$ cat src/bsm_pkg.sv
// Shared types, constants and helpers for the 3x3 box smoothing block.
// No dependencies; every other file imports this package.
package bsm_pkg;

    // Largest supported row length and the derived line-store widths.
    localparam int MAX_WIDTH = 2048;
    localparam int ADDR_W    = $clog2(MAX_WIDTH);
    localparam int COL_W     = ADDR_W + 1;
    localparam int CFG_W     = 12;
    localparam int ROW_W     = CFG_W + 1;
    localparam int PIX_W     = 24;

    // Command queue depth between front and back.
    localparam int QUEUE_DEPTH = 4;
    localparam int QPTR_W      = $clog2(QUEUE_DEPTH);

    // Reciprocal of nine in 16 fractional bits, exact for sums up to 9 * 255.
    localparam int RECIP9     = 7282;
    localparam int RECIP_W    = 13;
    localparam int RECIP_SH   = 16;
    localparam int CSUM_W     = 10;
    localparam int WSUM_W     = 12;

    // Configuration register indexes.
    localparam int CFG_IDX_W = 1;
    localparam logic [CFG_IDX_W-1:0] REG_FRAME_WIDTH  = 1'd0;
    localparam logic [CFG_IDX_W-1:0] REG_FRAME_HEIGHT = 1'd1;

    // Input request codes.
    localparam logic REQ_PIXEL = 1'b0;
    localparam logic REQ_FLUSH = 1'b1;

    // Reset values of the configuration registers.
    localparam logic [CFG_W-1:0] FRAME_WIDTH_RST  = 12'd640;
    localparam logic [CFG_W-1:0] FRAME_HEIGHT_RST = 12'd480;

    typedef struct packed {
        logic       req_type;
        logic [7:0] red_in;
        logic [7:0] green_in;
        logic [7:0] blue_in;
    } t_pix_in;

    typedef struct packed {
        logic [7:0] red_out;
        logic [7:0] green_out;
        logic [7:0] blue_out;
        logic       frame_end;
    } t_pix_out;

    // Work item passed from the front to the back.
    typedef struct packed {
        logic [ADDR_W-1:0] addr;      // column, also line-store address
        logic [PIX_W-1:0]  sample;    // {red, green, blue}, zero where masked
        logic              use_older; // row two above lies inside the frame
        logic              use_newer; // row one above lies inside the frame
        logic              col_zero;  // first column of a row
        logic              emit;      // this item yields a result
        logic              last;      // this result ends the frame
    } t_cmd;

    // Sum of one channel over a three-pixel column.
    function automatic logic [CSUM_W-1:0] col_sum(input logic [7:0] a,
                                                  input logic [7:0] b,
                                                  input logic [7:0] c);
        col_sum = CSUM_W'(a) + CSUM_W'(b) + CSUM_W'(c);
    endfunction

endpackage

$ cat src/bsm_queue.sv
// Short command queue that decouples the front end from the back end.
// Depends on bsm_pkg for the command type and depth.
module bsm_queue (
    input  logic          i_clk,
    input  logic          i_rst_n,
    input  logic          i_push,
    input  bsm_pkg::t_cmd i_cmd,
    output logic          o_full,
    input  logic          i_pop,
    output logic          o_valid,
    output bsm_pkg::t_cmd o_cmd
);
    import bsm_pkg::*;

    t_cmd              r_slot [QUEUE_DEPTH];
    logic [QPTR_W-1:0] r_wr_ptr, r_rd_ptr;
    logic [QPTR_W:0]   r_count;

    assign o_full  = (r_count == (QPTR_W+1)'(QUEUE_DEPTH));
    assign o_valid = (r_count != '0);
    assign o_cmd   = r_slot[r_rd_ptr];

    // Storage slots carry no reset.
    always_ff @(posedge i_clk) begin
        if (i_push) begin
            r_slot[r_wr_ptr] <= i_cmd;
        end
    end

    // Pointers and fill count.
    always_ff @(posedge i_clk) begin
        if (!i_rst_n) begin
            r_wr_ptr <= '0;
            r_rd_ptr <= '0;
            r_count  <= '0;
        end else begin
            if (i_push) begin
                r_wr_ptr <= r_wr_ptr + QPTR_W'(1);
            end
            if (i_pop) begin
                r_rd_ptr <= r_rd_ptr + QPTR_W'(1);
            end
            r_count <= r_count + (QPTR_W+1)'(i_push) - (QPTR_W+1)'(i_pop);
        end
    end

    a_no_overflow: assert property (@(posedge i_clk) disable iff (!i_rst_n)
        !(i_push && o_full))
        else $error("queue push while full");

    a_no_underflow: assert property (@(posedge i_clk) disable iff (!i_rst_n)
        !(i_pop && !o_valid))
        else $error("queue pop while empty");

endmodule

$ cat config.mk
export PLATFORM = sky130hd
export DESIGN_NAME = bsm_queue
export DESIGN_NICKNAME = d
export VERILOG_FILES = /design/src/bsm_pkg.sv /design/src/bsm_queue.sv
export SDC_FILE = /design/constraint.sdc
export NUM_CORES = 1
export LEC_CHECK = 0
export ABC_AREA = 1
export BUFFER_PORTS_ARGS = -buffer_cell sky130_fd_sc_hd__buf_2
export CAP_MARGIN = 15
export CORE_MARGIN = 3
export CORE_UTILIZATION = 45
export DETAILED_ROUTE_END_ITERATION = 8
export SLEW_MARGIN = 20
export SYNTH_ARGS = -nofsm -noshare
export SYNTH_HDL_FRONTEND = slang
export SYNTH_SLANG_ARGS = --single-unit
$ cat constraint.sdc
create_clock -name i_clk -period 4.6 [get_ports i_clk]
set_clock_uncertainty 0.05 [all_clocks]
set_input_delay 0.92 -clock i_clk [delete_from_list [all_inputs] [get_ports i_clk]]
set_output_delay 0.92 -clock i_clk [all_outputs]
set_load 0.01 [all_outputs]
Word-level counts from Yosys, hierarchy flattened
Memory sizes are Yosys's and may differ from the RTL's. A register that Yosys moved wholly into a read port is not among the register bits.
Cells that the tools add are included.
{"block": "word_totals", "n_memories": 1, "latchBits": 0, "romBits": 0, "input_bits": 44, "mem_bits_rw": 160, "reg_bits": 7}
{"block": "op_classes", "n_eq_ne": 1, "n_mul": 0, "order_cmp": 0, "mux": 4, "shift": 0, "n_div": 0, "bitwise_logic": 0, "reduce_logical": 1, "addsub": 4}
{"name": "r_slot", "words": 4, "word_bits": 40, "rd": 1, "rd_clocked_by_memory_dff": 1, "wr": 1, "line_no": "bsm_queue.sv:15", "rtl": "t_cmd r_slot [QUEUE_DEPTH];"}
{"operator": "adder 2 x 1 -> 2 bit (second input constant)", "n": 2}
{"operator": "2-to-1 mux 2 bit", "n": 2}
{"operator": "adder 3 x 1 -> 3 bit", "n": 1}
{"operator": "equality test 3 bit (second input constant)", "n": 1}
{"operator": "nonzero test 3 bit", "n": 1}
{"operator": "subtractor 3 x 1 -> 3 bit", "n": 1}
{"operator": "2-to-1 mux 1 bit", "n": 2}

Longest topological paths before layout
{"block": "depth", "word_depth": 3, "depth_mapped": 9, "mapped_depth_nobuf": 9}

Worst setup path before layout
No wires, ideal clock.
{"block": "synth_path", "kind": "input -> register", "startpoint": "in i_push", "endpoint": "mem r_slot[0][0] (netlist name), enable pin", "path_buffers": 0, "arrival_time_ns": 1.740, "t_required_ns": 4.155, "path_slack_ns": 2.415, "cell_stages": 2, "setup_ns": 0.395, "cell_sequence": "nand2_1 > inv_1"}
{"block": "synth_via", "elab_chain_cells": 2}
{"item": "from (decl)", "line_no": "bsm_queue.sv:6", "rtl": "input logic i_push,"}
{"item": "2-to-1 mux 1 bit", "line_no": "bsm_queue.sv:25", "rtl": "if (i_push) begin"}
{"item": "2-to-1 mux 1 bit (not written as such)", "line_no": "bsm_queue.sv:26", "rtl": "r_slot[r_wr_ptr] <= i_cmd;"}
{"item": "to (decl)", "line_no": "bsm_queue.sv:15"}
No other way between the ends.

==> impl_metrics.csv <==
group,metric,value,unit
status,status,"finished, final reports clean",
timing,clock.fmax,326,MHz
power_and_ir_drop,cellPowerDensity,426,nW/um2
critical_path,ff2ff_path_depth,4,
clocking,tritoncts,"yes",
critical_path,r2r_end,"r_slot[0][22]",
power_and_ir_drop,p_comb_share,9.5,%
yosys,seq_area_frac_synth,70.6,%
drt,vias,3966,
timing,relSlewSlack,29.8,%
finish,syn_to_final_growth,15.7,%
yosys,avgSynthCellArea,13.5,um2
clocking,cts.sinks,169,
power_and_ir_drop,switching_share,22.1,%
timing,setup_viol,0,
clocking,numCtsBuffers,17,
clocking,clockBufferDepth,2,
critical_path,crit_path_start_kind,"flip-flop",
clocking,root_buffer,"clkbuf_16",
yosys,yosys-top-cells-count,"edfxtp_1 (160), inv_1 (96), nand2_1 (50)",
drt,routedWlPerCell,14.8,um
placement,port_buffers,85,
yosys,async_flop_share,0,%
drt,wirelength,12.2,mm
timing,finalHoldViolCount,0,
power_and_ir_drop,power_switching,770,uW
worst_hold_path,hp-start,"r_rd_ptr[1]",
floorplanning,io_pins,86,
floorplanning,core_area,15300,um2
yosys,synth_most_common_cell,"edfxtp_1",
yosys,synth_edf_count,160,
global_routing,antenna_found_initial,0,
drt,drt-vias-per-instance,4.79,
clocking,cts_resized,0,
finish,final_cells,828,
finish,drive_above_1_share,32.3,%
power_and_ir_drop,cellInternalPower,2.71,mW
yosys,synth.area.top_cells,"edfxtp_1 (68%), o211ai_2 (7.1%), inv_1 (5.1%), nand2_2 (3.5%), a21oi_1 (3.3%)",
floorplanning,die_area,17200,um2
timing,fin_crit_sh,66.7,%
floorplanning,die_w,131,um
yosys,ys.flop_type,"edfxtp_1",
clocking,htreeDepth,4,
global_routing,grt_usage,14.7,%
critical_path,timing.rr.start,"r_wr_ptr[0]",
finish,final_util,53.5,%
power_and_ir_drop,ir_worst_vdd,242,uV
worst_hold_path,whs_path_depth,2,
drt,firstDrtPassIters,4,
power_and_ir_drop,power.leakage,3.17,nW
worst_hold_path,hold_path.class,"flip-flop to flip-flop",
placement,placed_cells,794,
power_and_ir_drop,pwr-share-clk,38.9,%
clocking,clkTransAtPathRegs,0.06,ns
drt,antenna_left,0,
floorplanning,die_h,131,um
power_and_ir_drop,power,3.48,mW
timing,rsz0062_at_grt,"false",
floorplanning,start_util,46.3,%
global_routing,grt_max_degree,81,
drt,drt_iter0_markers,188,
floorplanning,fp-row-count,45,
placement,post_dp_cell_area,7570,um2
timing,period_needed,3.07,ns
clocking,hold_buffers,0,
critical_path,required,3.63,ns
yosys,synth-seq-cells,169,
critical_path,path_max_fanout,48,
critical_path,setup.reg_to_reg.worst_slack,2.73,ns
placement,hpwl,6.92,mm
global_routing,overflow,0,
timing,worstMarginPinSlew,1.05,ns
clocking,post-cts-setup-buffer-count,0,
yosys,syn_inst,523,
yosys,syn_area,7060,um2
critical_path,critical_path_class,"flip-flop to primary output",
timing,drv_slew,0,
timing,setup_tns,0,ns
finish,nets,654,
critical_path,critical_path.endpoint_type,"primary output",
drt,drc,0,
finish,stdcell_area,8160,um2
yosys,yosysWarnings,0,
clocking,clk_latency,0.42,ns
yosys,netlist.area_leader.share,68.1,%
global_routing,grt_pass1_wl,19.8,mm
yosys,synthDistinctLibCells,17,
global_routing,first_global_vias,3882,
power_and_ir_drop,seqPwrFrac,51.7,%
placement,gp_congestion,0.710,
yosys,synth_area_leader_cell,"edfxtp_1",
run,cap_viol_max_count,0,
yosys,synth_nets,574,
critical_path,cp.arrival,2.10,ns
==> power groups by stage <==
stage	registers (mW)	clock network [mW]	logic (mW)
finish	1.80	1.35	0.330
global route	1.80	1.44	0.374
CTS	1.81	1.38	0.328
detailed placement	1.84	0	0.327
global placement	1.83	0	0.317
floorplan	1.81	0	0.234
==> area by class of cell <==
| class | count | area, um2 |
|---|---|---|
| multi-input cells | 231 | 1500 |
| diodes | 1 | 2.50 |
| well taps | 211 | 264 |
| fillers | 1290 | 7090 |
| inverters | 96 | 360 |
| repair buffers | 88 | 473 |
| clock buffers | 30 | 534 |
| flip-flops and latches | 169 | 4990 |
| clock inverters | 2 | 35.0 |
==> worst max-delay path, cell delays in order, from the launching register on <==
cell and delay [ns]:
dfxtp_4 0.62, buf_4 0.58, a21oi_1 0.14, o21ai_0 0.09, nand2_1 0.08, buf_2 0.14
==> state kept, by name, summed over array words and instances (netlist names), named ones only <==
register	cells
r_count	3
r_rd_ptr	2
r_slot	160
r_wr_ptr	2
==> per-layer routing <==
layer	global-route usage [%]	part of all wire [%]
met1	18.6	44
met2	23.6	49
met3	4.82	5.2
met4	6.13	1.7
met5	0	0
==> per-stage QoR <==
stage                     setup WS [ns]  hold WS, ns
final                              1.53        0.419
after global routing               1.32        0.450
after CTS                          1.46        0.422
after detailed placement           1.93        0.406
after global placement             1.95        0.386
after floorplan                    2.42        0.386
==> cell usage in the layout (no fill, tap or decap), drive strengths merged <==
cell | synthesis | final
edfxtp | 160 | 160
inv | 96 | 96
nand2 | 90 | 90
buf | 25 | 88
a21oi | 46 | 46
o21ai | 44 | 44
o211ai | 40 | 40
clkbuf | 2 | 30
dfxtp | 9 | 9
ha | 6 | 6
nand3 | 2 | 2
diode | 0 | 1
nor3 | 1 | 1
nor2 | 1 | 1
fa | 1 | 1
bufinv | 0 | 1
clkinv | 0 | 1
==> worst max path at each step <==
stage	end	slack, ns	cells past startpoint
2_1_floorplan	r_slot[0][0]	2.42	2
6_report	o_cmd[27]	1.53	5
3_3_place_gp	o_cmd[27]	1.95	5
5_1_grt	o_cmd[27]	1.32	5
4_1_cts	o_cmd[27]	1.46	5
3_5_place_dp	o_cmd[27]	1.93	5
==> logic make-up after synthesis <==
kind of cell | after synthesis | share of synthesized area (%)
compound gates | 130 | 13.5
buf+inv | 123 | 8.10
flops | 169 | 70.6
simple gates | 94 | 6.47
fa+ha+maj | 7 | 1.35
(Power assumes the default switching activity.)
