## src/bsm_pkg.sv

```systemverilog
// Shared types, constants and helpers for the 3x3 box smoothing block.
// No dependencies; every other file imports this package.
package bsm_pkg;

    // Largest supported row length and the derived line-store widths.
    localparam int MAX_WIDTH = 2048;
    localparam int ADDR_W    = $clog2(MAX_WIDTH);
    localparam int COL_W     = ADDR_W + 1;
    localparam int CFG_W     = 12;
    localparam int ROW_W     = CFG_W + 1;
    localparam int PIX_W     = 24;

    // Command queue depth between front and back.
    localparam int QUEUE_DEPTH = 4;
    localparam int QPTR_W      = $clog2(QUEUE_DEPTH);

    // Reciprocal of nine in 16 fractional bits, exact for sums up to 9 * 255.
    localparam int RECIP9     = 7282;
    localparam int RECIP_W    = 13;
    localparam int RECIP_SH   = 16;
    localparam int CSUM_W     = 10;
    localparam int WSUM_W     = 12;

    // Configuration register indexes.
    localparam int CFG_IDX_W = 1;
    localparam logic [CFG_IDX_W-1:0] REG_FRAME_WIDTH  = 1'd0;
    localparam logic [CFG_IDX_W-1:0] REG_FRAME_HEIGHT = 1'd1;

    // Input request codes.
    localparam logic REQ_PIXEL = 1'b0;
    localparam logic REQ_FLUSH = 1'b1;

    // Reset values of the configuration registers.
    localparam logic [CFG_W-1:0] FRAME_WIDTH_RST  = 12'd640;
    localparam logic [CFG_W-1:0] FRAME_HEIGHT_RST = 12'd480;

    typedef struct packed {
        logic       req_type;
        logic [7:0] red_in;
        logic [7:0] green_in;
        logic [7:0] blue_in;
    } t_pix_in;

    typedef struct packed {
        logic [7:0] red_out;
        logic [7:0] green_out;
        logic [7:0] blue_out;
        logic       frame_end;
    } t_pix_out;

    // Work item passed from the front to the back.
    typedef struct packed {
        logic [ADDR_W-1:0] addr;      // column, also line-store address
        logic [PIX_W-1:0]  sample;    // {red, green, blue}, zero where masked
        logic              use_older; // row two above lies inside the frame
        logic              use_newer; // row one above lies inside the frame
        logic              col_zero;  // first column of a row
        logic              emit;      // this item yields a result
        logic              last;      // this result ends the frame
    } t_cmd;

    // Sum of one channel over a three-pixel column.
    function automatic logic [CSUM_W-1:0] col_sum(input logic [7:0] a,
                                                  input logic [7:0] b,
                                                  input logic [7:0] c);
        col_sum = CSUM_W'(a) + CSUM_W'(b) + CSUM_W'(c);
    endfunction

endpackage

```

## src/bsm_front.sv

```systemverilog
// Front end of the box smoother: configuration registers, input handshake
// and frame position tracking. Turns each input transaction into a t_cmd.
// Depends on bsm_pkg.
module bsm_front (
    input  logic                           i_clk,
    input  logic                           i_rst_n,
    input  logic                           i_cfg_valid,
    output logic                           o_cfg_ready,
    input  logic [bsm_pkg::CFG_IDX_W-1:0]  i_cfg_index,
    input  logic [bsm_pkg::CFG_W-1:0]      i_cfg_data,
    input  logic                           i_in_valid,
    output logic                           o_in_stall,
    input  bsm_pkg::t_pix_in               i_in_data,
    output logic                           o_push,
    output bsm_pkg::t_cmd                  o_cmd,
    input  logic                           i_queue_full
);
    import bsm_pkg::*;

    logic [CFG_W-1:0]  r_frame_width, r_frame_height;
    logic [ADDR_W-1:0] r_col, n_col;
    logic [ROW_W-1:0]  r_row, n_row;
    logic [COL_W-1:0]  w_eff;
    logic [CFG_W-1:0]  h_eff;
    logic [ROW_W-1:0]  h_ext;
    logic              in_frame;
    logic [COL_W-1:0]  col_inc;

    // Configuration writes are always taken.
    assign o_cfg_ready = 1'b1;

    always_ff @(posedge i_clk) begin
        if (!i_rst_n) begin
            r_frame_width  <= FRAME_WIDTH_RST;
            r_frame_height <= FRAME_HEIGHT_RST;
        end else if (i_cfg_valid) begin
            case (i_cfg_index)
                REG_FRAME_WIDTH:  r_frame_width  <= i_cfg_data;
                REG_FRAME_HEIGHT: r_frame_height <= i_cfg_data;
                default: ;
            endcase
        end
    end

    // Effective frame size: zero acts as one, width clamps to the line store.
    always_comb begin
        if (r_frame_width == '0) begin
            w_eff = COL_W'(1);
        end else if (32'(r_frame_width) > MAX_WIDTH) begin
            w_eff = COL_W'(MAX_WIDTH);
        end else begin
            w_eff = COL_W'(r_frame_width);
        end
        h_eff = (r_frame_height == '0) ? CFG_W'(1) : r_frame_height;
    end

    assign h_ext    = ROW_W'(h_eff);
    assign in_frame = (r_row < h_ext);
    assign col_inc  = COL_W'(r_col) + COL_W'(1);

    // Classify the incoming transaction.
    always_comb begin
        o_cmd.addr      = r_col;
        o_cmd.sample    = (i_in_data.req_type == REQ_PIXEL && in_frame)
                          ? {i_in_data.red_in, i_in_data.green_in, i_in_data.blue_in}
                          : '0;
        o_cmd.use_older = (r_row >= ROW_W'(2)) && ((r_row - ROW_W'(2)) < h_ext);
        o_cmd.use_newer = (r_row >= ROW_W'(1)) && ((r_row - ROW_W'(1)) < h_ext);
        o_cmd.col_zero  = (r_col == '0);
        o_cmd.emit      = (r_col == '0) ? (r_row >= ROW_W'(2)) : (r_row >= ROW_W'(1));
        o_cmd.last      = (r_col == '0) && (r_row >= ROW_W'(2))
                          && (r_row >= h_ext + ROW_W'(1));
    end

    assign o_in_stall = i_queue_full;
    assign o_push     = i_in_valid && !i_queue_full;

    // Advance the raster position; the frame-ending item restarts it.
    always_comb begin
        n_col = r_col;
        n_row = r_row;
        if (o_push) begin
            if (o_cmd.last) begin
                n_col = '0;
                n_row = '0;
            end else if (col_inc >= w_eff) begin
                n_col = '0;
                n_row = r_row + ROW_W'(1);
            end else begin
                n_col = col_inc[ADDR_W-1:0];
            end
        end
    end

    always_ff @(posedge i_clk) begin
        if (!i_rst_n) begin
            r_col <= '0;
            r_row <= '0;
        end else begin
            r_col <= n_col;
            r_row <= n_row;
        end
    end

endmodule

```

## config.mk

```make
export PLATFORM = sky130hd
export DESIGN_NAME = bsm_front
export DESIGN_NICKNAME = d
export VERILOG_FILES = /design/src/bsm_pkg.sv /design/src/bsm_front.sv
export SDC_FILE = /design/constraint.sdc
export NUM_CORES = 1
export LEC_CHECK = 0
export BUFFER_PORTS_ARGS = -buffer_cell sky130_fd_sc_hd__buf_2
export CORE_ASPECT_RATIO = 0.8
export CORE_MARGIN = 5
export CORE_UTILIZATION = 61
export CTS_CLUSTER_DIAMETER = 50
export CTS_CLUSTER_SIZE = 12
export DETAILED_ROUTE_END_ITERATION = 10
export GPL_TIMING_DRIVEN = 0
export PLACE_DENSITY = 0.9
export SETUP_SLACK_MARGIN = 0.02
export SLEW_MARGIN = 20
export SYNTH_ARGS = -nofsm -noshare
export SYNTH_HDL_FRONTEND = slang
export SYNTH_SLANG_ARGS = --single-unit
```

## constraint.sdc

```tcl
create_clock -name i_clk -period 6.5 [get_ports i_clk]
set_clock_uncertainty 0.05 [all_clocks]
set_input_delay 1.95 -clock i_clk [delete_from_list [all_inputs] [get_ports i_clk]]
set_output_delay 1.95 -clock i_clk [all_outputs]
set_load 0.02 [all_outputs]
```

# Yosys cells after proc, flatten, opt, wreduce, memory -nomap -nowiden
# Index checks and enable logic that the tools add are counted.
# totals
word_cells,42
regBits,48
input_bits,43
output_inout_bits,43
# op_classes
magnitude_cmp,8
n_reduce_logical,14
bitwise,2
n_mux,9
n_addsub,5
# op_table
op,count
$lt A13 B12 Y1,3
$mux W12,3
$mux W13,2
$logic_not A12 Y1,2
$mux W24,1
$mux W11,2
$add A12 B1 Y13 const B,1
$add A13 B1 Y13 const B,1
$ge A13 B1 Y1 const B,1
$ge A13 B13 Y1,1
$ge A13 B2 Y1 const B,1
$sub A13 B1 Y13 const B,1
$sub A13 B2 Y13 const B,1
$add A11 B1 Y12 const B,1
$ge A12 B12 Y1,1
$gt A12 B12 Y1 const B,1
$logic_not A11 Y1,1
$logic_and A1 B1 Y1,6
$reduce_and A2 Y1,3
$not A1 Y1,2
$reduce_bool A2 Y1,1
$logic_not A1 Y1,1
$mux W1,1

# Depth between registers and ports, before layout
# Gate-level depths: netlist (run 1).
# logic_depth
word_depth,7
mapped_depth,18
ltp_nobuf,16

# Worst setup path after synthesis (run 1)
# OpenSTA, ideal clock, no wires.
# synth_path
kind,register to output
from,reg r_frame_height[2]
to,out o_cmd[0] in the netlist's numbering
path_buffers,2
required_time_ps,4500
setup_slack_ps,1483
path_stages_with_launch,15
arrival_ps,3017
path_cell_list,dfxtp_1 clkbuf_1 nor3_1 a31o_2 ha_1 nand2_1 nor4_1 nand3_1 xnor2_1 ha_1 and4_1 o2111ai_1 a311o_4 inv_2 buf_4
# synth_lines
element,line_no,rtl
start: declaration,bsm_front.sv:20,"logic [CFG_W-1:0] r_frame_width, r_frame_height;"
start signal: assignment,bsm_front.sv:39,REG_FRAME_HEIGHT: r_frame_height <= i_cfg_data;
end: declaration,bsm_front.sv:15,"output bsm_pkg::t_cmd o_cmd,"

==> flow_metrics.tcl, run 1 <==
set metrics [dict create \
    status "finished clean" \
    period_utilisation_layout_pct 96.75 \
    overall_global_routing_usage_pct 28.18 \
    post_cts_resize_count 0 \
    tritoncts "done" \
    initial_core_util_pct 63.75 \
    crit_chain "nor4_1 > a31o_2 > ha_1 > nand2_1 > nor4_1 > nand3_1 > xnor2_1 > ha_1 > and4_1 > o2111ai_1 > a311o_4 > inv_2 > buf_4 > buf_2" \
    pwr_total_uw 729.6 \
    slew-limit-headroom_pct 51.90 \
    ctsRootBufferMaster "sky130_fd_sc_hd__clkbuf_8" \
    post_synth_inst_count 586 \
    drt_drc_violations_left 0 \
    timing.rr.end "r_col[6]$_SDFFE_PN0P_" \
    leakagePower_uw 0.002339 \
    ys_seq_area_share_pct 21.55 \
    grt_setup_unrepaired "false" \
    hold_path.startpoint "r_frame_width[0]$_SDFFE_PN0P_" \
    netlist_area_um2 4458 \
    grt_first_pass_wirelength_mm 21.21 \
    syn-mean-instance-area_um2 7.608 \
    met2_wire_length_mm 5.942 \
    min_delay_worst_endpoint "r_frame_width[0]$_SDFFE_PN0P_" \
    post_drt_wl_per_cell_um 16.75 \
    yosys.cell_types.count 54 \
    route.layer.met1.wl_mm 5.305 \
    floorplan.die.width_um 105.6 \
    drt_pass1_iterations 5 \
    synth_edf_count 0 \
    critical_path.top_delay_family "simple AND/OR/NAND/NOR gates" \
    cts_buffer_depth 2 \
    final_max_slew_viol_count 0 \
    worstPathMaxFanout 10 \
    cts_buffers 5 \
    die_area_um2 9128 \
    dr.first_iter.drc_count 445 \
    synth.net_count 699 \
    worst_hold_path_type "flip-flop to flip-flop" \
    floorplan.rows 27 \
    floorplan.io_pins 86 \
    critical-path-max-stage-delay_ns 0.56 \
    crit_buf_inv 3 \
    nets 790 \
    async_reset_ff_share_pct 0 \
    die-height_um 86.46 \
    share_of_cells_above_drive_strength_1_pct 17.70 \
    final_period_minus_worst_setup_slack_ns 6.289 \
    worst_r2r_path_depth 17 \
    setup_viol 0 \
    critical_path_arrival_ns 4.29 \
    clkSlewWorstSetupHoldPaths_ns 0.10 \
    hold_path_depth 2 \
    clk_latency_ns 0.32 \
    fin_worst_hold_slack_ns 0.4310 \
    finalHoldViolations 0 \
    detail_route.vias_per_cell 6.084 \
    grt.overflow.total 0 \
    max_cap_violations 0 \
    yosysWarningCount 0 \
    hold_buffers 0 \
    wl_mm 12.81 \
    synth-main-ff-cell "sky130_fd_sc_hd__dfxtp_1" \
    place_congestion 0.9643 \
    worstMarginPinSlew_ns 0.7149 \
    ys_ff_latch 48 \
    ant_nets 0 \
    grt_pass1_vias 4515 \
    flow.area_growth_from_synthesis_pct 14.96 \
    detailed_place_hpwl_mm 10.15 \
    max-vdd-ir-drop_mv 0.1490 \
    crit_path_start_kind "flip-flop" \
    core-area_um2 6993 \
    cp_data_required_time_ns 4.50 \
    cts_post_setup_buffers_inserted 0 \
    pwr_density_cell_nw_per_um2 142.4 \
    antennaDiodeCount 0 \
    grt_antenna_before_repair 0 \
    cpMaxStageDelayCell "sky130_fd_sc_hd__nor4_1" \
    io_buffers 84 \
    critical_path.endpoint_type "primary output" \
    dr.max_layer_used "met4" \
    critPathKind "flip-flop to primary output" \
    htreeDepth 2 \
    setup.reg_to_reg.worst_slack_ns 2.13 \
    max_freq_ghz 0.1590 \
    route.vias.total 4654 \
    cts.sinks 48 \
    wl_met3_mm 1.351 \
    grt_max_degree 17 \
    final_util_pct 73.29 \
    timing.setup.tns_ns 0 \
    worst_r2r_startpoint "r_frame_height[6]$_SDFFE_PN1P_" \
]
[area by class of cell]
class	count	area [µm²]
Sequential cell	48	960.9
Clock buffer	5	68.82
Tap cell	87	108.9
Inverter	31	116.4
Buffer	36	178.9
Timing Repair Buffer	84	420.4
Clock inverter	3	68.82
Multi-Input combinational cell	471	3202
Fill cell	545	1868
[cell usage after synthesis, types with 4 or more instances]
master                     number  area [µm²]
sky130_fd_sc_hd__xnor2_1       27       236.5
sky130_fd_sc_hd__nand2_1       96       360.4
sky130_fd_sc_hd__a21oi_1       51       255.2
sky130_fd_sc_hd__ha_1          70       875.8
sky130_fd_sc_hd__nand3_1       40       200.2
sky130_fd_sc_hd__a31oi_1        5       31.28
sky130_fd_sc_hd__o21a_1         4       30.03
sky130_fd_sc_hd__nor3_1        10       50.05
sky130_fd_sc_hd__and3_1         4       25.02
sky130_fd_sc_hd__xor2_1        12       105.1
sky130_fd_sc_hd__nand2b_1       5       31.28
sky130_fd_sc_hd__nor2_1        20       75.07
sky130_fd_sc_hd__and2_1        26       162.7
sky130_fd_sc_hd__buf_2          8       40.04
sky130_fd_sc_hd__dfxtp_1       48       960.9
sky130_fd_sc_hd__o211ai_1       8       60.06
sky130_fd_sc_hd__o21ai_0       17       85.08
sky130_fd_sc_hd__nor4_1        10       62.56
sky130_fd_sc_hd__nand4_1        7       43.79
sky130_fd_sc_hd__a21o_1         9       67.56
sky130_fd_sc_hd__clkbuf_1      22       82.58
sky130_fd_sc_hd__inv_1         30       112.6
[stage by stage]
stage	cells	worst slack (ns)	instance area, µm²
2_1_floorplan	586	1.483	4458
3_3_place_gp	757	0.8316	4987
3_5_place_dp	757	0.6969	4987
4_1_cts	765	0.3020	5125
5_1_grt	765	0.03255	5125
6_report	765	0.2114	5125
[logic make-up (layout without fill, tap and decap cells)]
logic type / after synthesis / count (layout) / share of synthesized area, %
simple gates: 243 / 243 / 27.42
compound gates: 118 / 118 / 17.01
fa+ha+maj: 70 / 70 / 19.65
buf+inv: 67 / 159 / 6.624
flops: 48 / 48 / 21.55
xor+xnor: 39 / 39 / 7.662
other cells: 1 / 1 / 0.08412
[cell usage in the layout (no fill, tap or decap), types with 4 or more instances in the layout]
cell type | netlist | final
sky130_fd_sc_hd__a21o_1 | 9 | 9
sky130_fd_sc_hd__a21oi_1 | 51 | 51
sky130_fd_sc_hd__a31oi_1 | 5 | 5
sky130_fd_sc_hd__and2_1 | 26 | 26
sky130_fd_sc_hd__and3_1 | 4 | 4
sky130_fd_sc_hd__buf_2 | 8 | 92
sky130_fd_sc_hd__clkbuf_1 | 22 | 22
sky130_fd_sc_hd__clkbuf_8 | 0 | 5
sky130_fd_sc_hd__dfxtp_1 | 48 | 48
sky130_fd_sc_hd__ha_1 | 70 | 70
sky130_fd_sc_hd__inv_1 | 30 | 30
sky130_fd_sc_hd__nand2_1 | 96 | 96
sky130_fd_sc_hd__nand2b_1 | 5 | 5
sky130_fd_sc_hd__nand3_1 | 40 | 40
sky130_fd_sc_hd__nand4_1 | 7 | 7
sky130_fd_sc_hd__nor2_1 | 20 | 20
sky130_fd_sc_hd__nor3_1 | 10 | 10
sky130_fd_sc_hd__nor4_1 | 10 | 10
sky130_fd_sc_hd__o211ai_1 | 8 | 8
sky130_fd_sc_hd__o21a_1 | 4 | 4
sky130_fd_sc_hd__o21ai_0 | 17 | 17
sky130_fd_sc_hd__xnor2_1 | 27 | 27
sky130_fd_sc_hd__xor2_1 | 12 | 12
[how the worst max path moves through the flow]
stage / startpoint / end / cells past startpoint
finish: r_frame_height[6]$_SDFFE_PN1P_ / o_cmd[0] / 14
floorplan: r_frame_height[2]$_SDFFE_PN0P_ / o_cmd[0] / 14
global placement: r_frame_height[7]$_SDFFE_PN1P_ / o_cmd[0] / 14
detailed placement: r_frame_height[7]$_SDFFE_PN1P_ / o_cmd[0] / 14
global route: r_frame_height[1]$_SDFFE_PN0P_ / o_cmd[0] / 14
CTS: r_frame_height[1]$_SDFFE_PN0P_ / o_cmd[0] / 14
[metal layers]
layer / GRT usage, % / vias to the layer above
li1: - / 2229
met1: 35.58 / 2136
met2: 49.31 / 258
met3: 6.701 / 31
met4: 6.118 / 0
met5: 0 / -
[worst min-delay path, cell delays in order, from the launching register on]
cell,delay [ns]
sky130_fd_sc_hd__dfxtp_1,0.33
sky130_fd_sc_hd__nand2_1,0.06
sky130_fd_sc_hd__a21oi_1,0.06
[registers in the layout, summed over array words and instances (netlist names)]
name / cells
r_row: 13
r_frame_height: 12
r_frame_width: 12
r_col: 11
[power breakdown]
group	switching, µW	internal [µW]
combinational	89.1	56.5
clock	116	155
sequential	10.8	302
total	216	514
(Power assumes the default switching activity.)
==> run 2, diff against run 1 <==
--- a/config.mk
+++ b/config.mk
@@ -8,12 +8,12 @@
 export BUFFER_PORTS_ARGS = -buffer_cell sky130_fd_sc_hd__buf_2
 export CORE_ASPECT_RATIO = 0.8
 export CORE_MARGIN = 5
-export CORE_UTILIZATION = 61
+export CORE_UTILIZATION = 57
 export CTS_CLUSTER_DIAMETER = 50
 export CTS_CLUSTER_SIZE = 12
 export DETAILED_ROUTE_END_ITERATION = 10
 export GPL_TIMING_DRIVEN = 0
-export PLACE_DENSITY = 0.9
+export PLACE_DENSITY = 0.85
 export SETUP_SLACK_MARGIN = 0.02
 export SLEW_MARGIN = 20
 export SYNTH_ARGS = -nofsm -noshare
==> constraint.sdc (replaced) <==
create_clock -name i_clk -period 6.2 [get_ports i_clk]
set_clock_uncertainty 0.05 [all_clocks]
set_input_delay 1.86 -clock i_clk [delete_from_list [all_inputs] [get_ports i_clk]]
set_output_delay 1.86 -clock i_clk [all_outputs]
set_load 0.02 [all_outputs]
==> run 2 against run 1 <==
Net effect: flip-flop and latch count unchanged; highest routed layer unchanged; first-iteration DRC count down 32%; largest cell class unchanged; critical endpoint unchanged; clock power down 11%; power down 1.2%.
==> flow_metrics.tcl, run 2 (synthesis results as in run 1) <==
set metrics [dict create \
    floorplan.die.width_um 108.9 \
    worstMarginPinSlew_ns 0.6786 \
    finalWorstSetupSlack_ns 0.3058 \
    hold_buffers 0 \
    share_of_cells_above_drive_strength_1_pct 17.85 \
    critical_path.most_common_cell "sky130_fd_sc_hd__ha_1" \
    pwr_density_cell_nw_per_um2 140.4 \
    cts_post_setup_buffers_inserted 0 \
    largest_registers "r_row x13, r_frame_height x12, r_frame_width x12" \
    max_freq_ghz 0.1697 \
    core-area_um2 7497 \
    min_delay_worst_endpoint "r_frame_width[0]$_SDFFE_PN0P_" \
    place_congestion 0.9763 \
    hold_path.startpoint "r_frame_width[0]$_SDFFE_PN0P_" \
    setup.reg_to_reg.worst_slack_ns 2.16 \
    grt.overflow.total 0 \
    timing.rr.end "r_col[2]$_SDFFE_PN0P_" \
    floorplan.io_pins 86 \
    drt_pass1_iterations 5 \
    status "finished clean" \
    max_cap_violations 0 \
    die_area_um2 9701 \
    flow.area_growth_from_synthesis_pct 15.10 \
    ant_nets 0 \
    die-height_um 89.10 \
    htreeDepth 2 \
    cts_buffers 5 \
    post_cts_resize_count 0 \
    critPathKind "flip-flop to primary output" \
    ctsRootBufferMaster "sky130_fd_sc_hd__clkbuf_8" \
    cts_buffer_depth 2 \
    grt_max_degree 17 \
    period_utilisation_layout_pct 95.07 \
    crit_chain "nor4_1 > a31o_2 > ha_1 > nand2_1 > nor4_2 > nand3_1 > xnor2_1 > ha_1 > and4_1 > o2111ai_1 > a311o_4 > inv_2 > buf_4 > buf_2" \
    slew-limit-headroom_pct 54.34 \
    placed_area_um2 5010 \
    io_buffers 84 \
    post_drt_wl_per_cell_um 15.97 \
    hold_path_depth 2 \
    tritoncts "done" \
    grt_first_pass_wirelength_mm 19.96 \
    overall_global_routing_usage_pct 25.55 \
    flip_flop_count_of_the_largest_register_all_copies_and_words_added 13 \
    worst_r2r_startpoint "r_frame_height[7]$_SDFFE_PN1P_" \
    detailed_place_hpwl_mm 10.14 \
    cpMaxStageDelayCell "sky130_fd_sc_hd__a311o_4" \
    top_register "r_row" \
    timing.setup.tns_ns 0 \
    final_period_minus_worst_setup_slack_ns 5.894 \
    critical_path.endpoint_type "primary output" \
    clkSlewWorstSetupHoldPaths_ns 0.10 \
    floorplan.rows 28 \
    finalHoldViolations 0 \
    final_common_cell "sky130_fd_sc_hd__nand2_1" \
    final_max_slew_viol_count 0 \
    crit_path_start_kind "flip-flop" \
    worst_hold_path_type "flip-flop to flip-flop" \
    cts.sinks 48 \
    fin_worst_hold_slack_ns 0.4347 \
    max-vdd-ir-drop_mv 0.1538 \
    final_cell_mix "sky130_fd_sc_hd__nand2_1 (96), sky130_fd_sc_hd__buf_2 (92), sky130_fd_sc_hd__ha_1 (70), sky130_fd_sc_hd__a21oi_1 (51), sky130_fd_sc_hd__dfxtp_1 (48)" \
    worst_r2r_path_depth 16 \
    detail_route.vias_per_cell 5.822 \
    critical-path-max-stage-delay_ns 0.51 \
    grt_setup_unrepaired "false" \
    nets 790 \
    drt_drc_violations_left 0 \
    clk_latency_ns 0.32 \
    dr.first_iter.drc_count 301 \
    initial_core_util_pct 59.46 \
    grt_pass1_vias 4248 \
    grt_antenna_before_repair 0 \
    critical_path_arrival_ns 3.98 \
    leakagePower_uw 0.002325 \
    cp_data_required_time_ns 4.29 \
    antennaDiodeCount 0 \
    preCtsSetupSlack_ns 0.5843 \
    wl_mm 12.51 \
    fillers 629 \
    worstPathMaxFanout 10 \
    finish.instance_area_um2 5131 \
    route.vias.total 4559 \
    setup_viol 0 \
]
-- run 2: worst max path at each step --
stage	depth (start not counted)	slack, ns	to	start
after detailed placement	14	0.58	o_cmd[0]	r_frame_height[7]$_SDFFE_PN1P_
after global placement	14	0.59	o_cmd[0]	r_frame_height[7]$_SDFFE_PN1P_
after global routing	15	0.14	o_cmd[0]	r_frame_height[2]$_SDFFE_PN0P_
after floorplan	14	1.27	o_cmd[0]	r_frame_height[2]$_SDFFE_PN0P_
final	14	0.31	o_cmd[0]	r_frame_height[7]$_SDFFE_PN1P_
after CTS	14	0.21	o_cmd[0]	r_frame_height[9]$_SDFFE_PN0P_
-- run 2: cell type report --
| cell class | count | area, µm² | share of cell area, % |
|---|---|---|---|
| multi-input cells | 471 | 3208 | 62.52 |
| flip-flops and latches | 48 | 960.9 | 18.73 |
| repair buffers | 84 | 420.4 | 8.193 |
| plain buffers | 36 | 178.9 | 3.487 |
| well taps | 105 | 131.4 | 2.560 |
| inverters | 31 | 116.4 | 2.268 |
| clock buffers | 5 | 68.82 | 1.341 |
| clock inverters | 3 | 46.29 | 0.9022 |
-- run 2: metrics by stage --
step / utilization [%] / cells / total power, µW
3_5_place_dp: 66.82 / 775 / 482.6
3_3_place_gp: 66.82 / 775 / 477.0
6_report: 68.44 / 783 / 720.6
2_1_floorplan: - / 586 / 426.9
5_1_grt: 68.44 / 783 / 749.9
4_1_cts: 68.36 / 783 / 720.1
-- run 2: power breakdown --
group          switching (µW)  internal, µW  leakage (µW)
clock                     120           122     0.0000548
sequential               10.9           317      0.000390
combinational            92.2          59.1       0.00188
total                     223           498       0.00232
-- run 2: worst max-delay path: cells and delay by family (launching register included) --
family / cells / cell delay (ns)
adder cells (fa/ha/maj): 2 / 0.55
flip-flops: 1 / 0.37
AO/OA/AOI/OAI: 3 / 0.98
XOR/XNOR: 1 / 0.15
AND/OR/NAND/NOR: 5 / 1.15
buffers and inverters: 3 / 0.45
-- run 2: per-layer routing --
| layer | global-route usage, % | vias up | routed length [µm] | part of all wire (%) |
|---|---|---|---|---|
| li1 | - | 2234 | - | - |
| met5 | 0 | - | 0 | 0 |
| met2 | 42.03 | 213 | 5504 | 44 |
| met4 | 8.716 | 0 | 293 | 2.3 |
| met1 | 34.12 | 2078 | 5642 | 45 |
| met3 | 4.332 | 34 | 1066 | 8.5 |
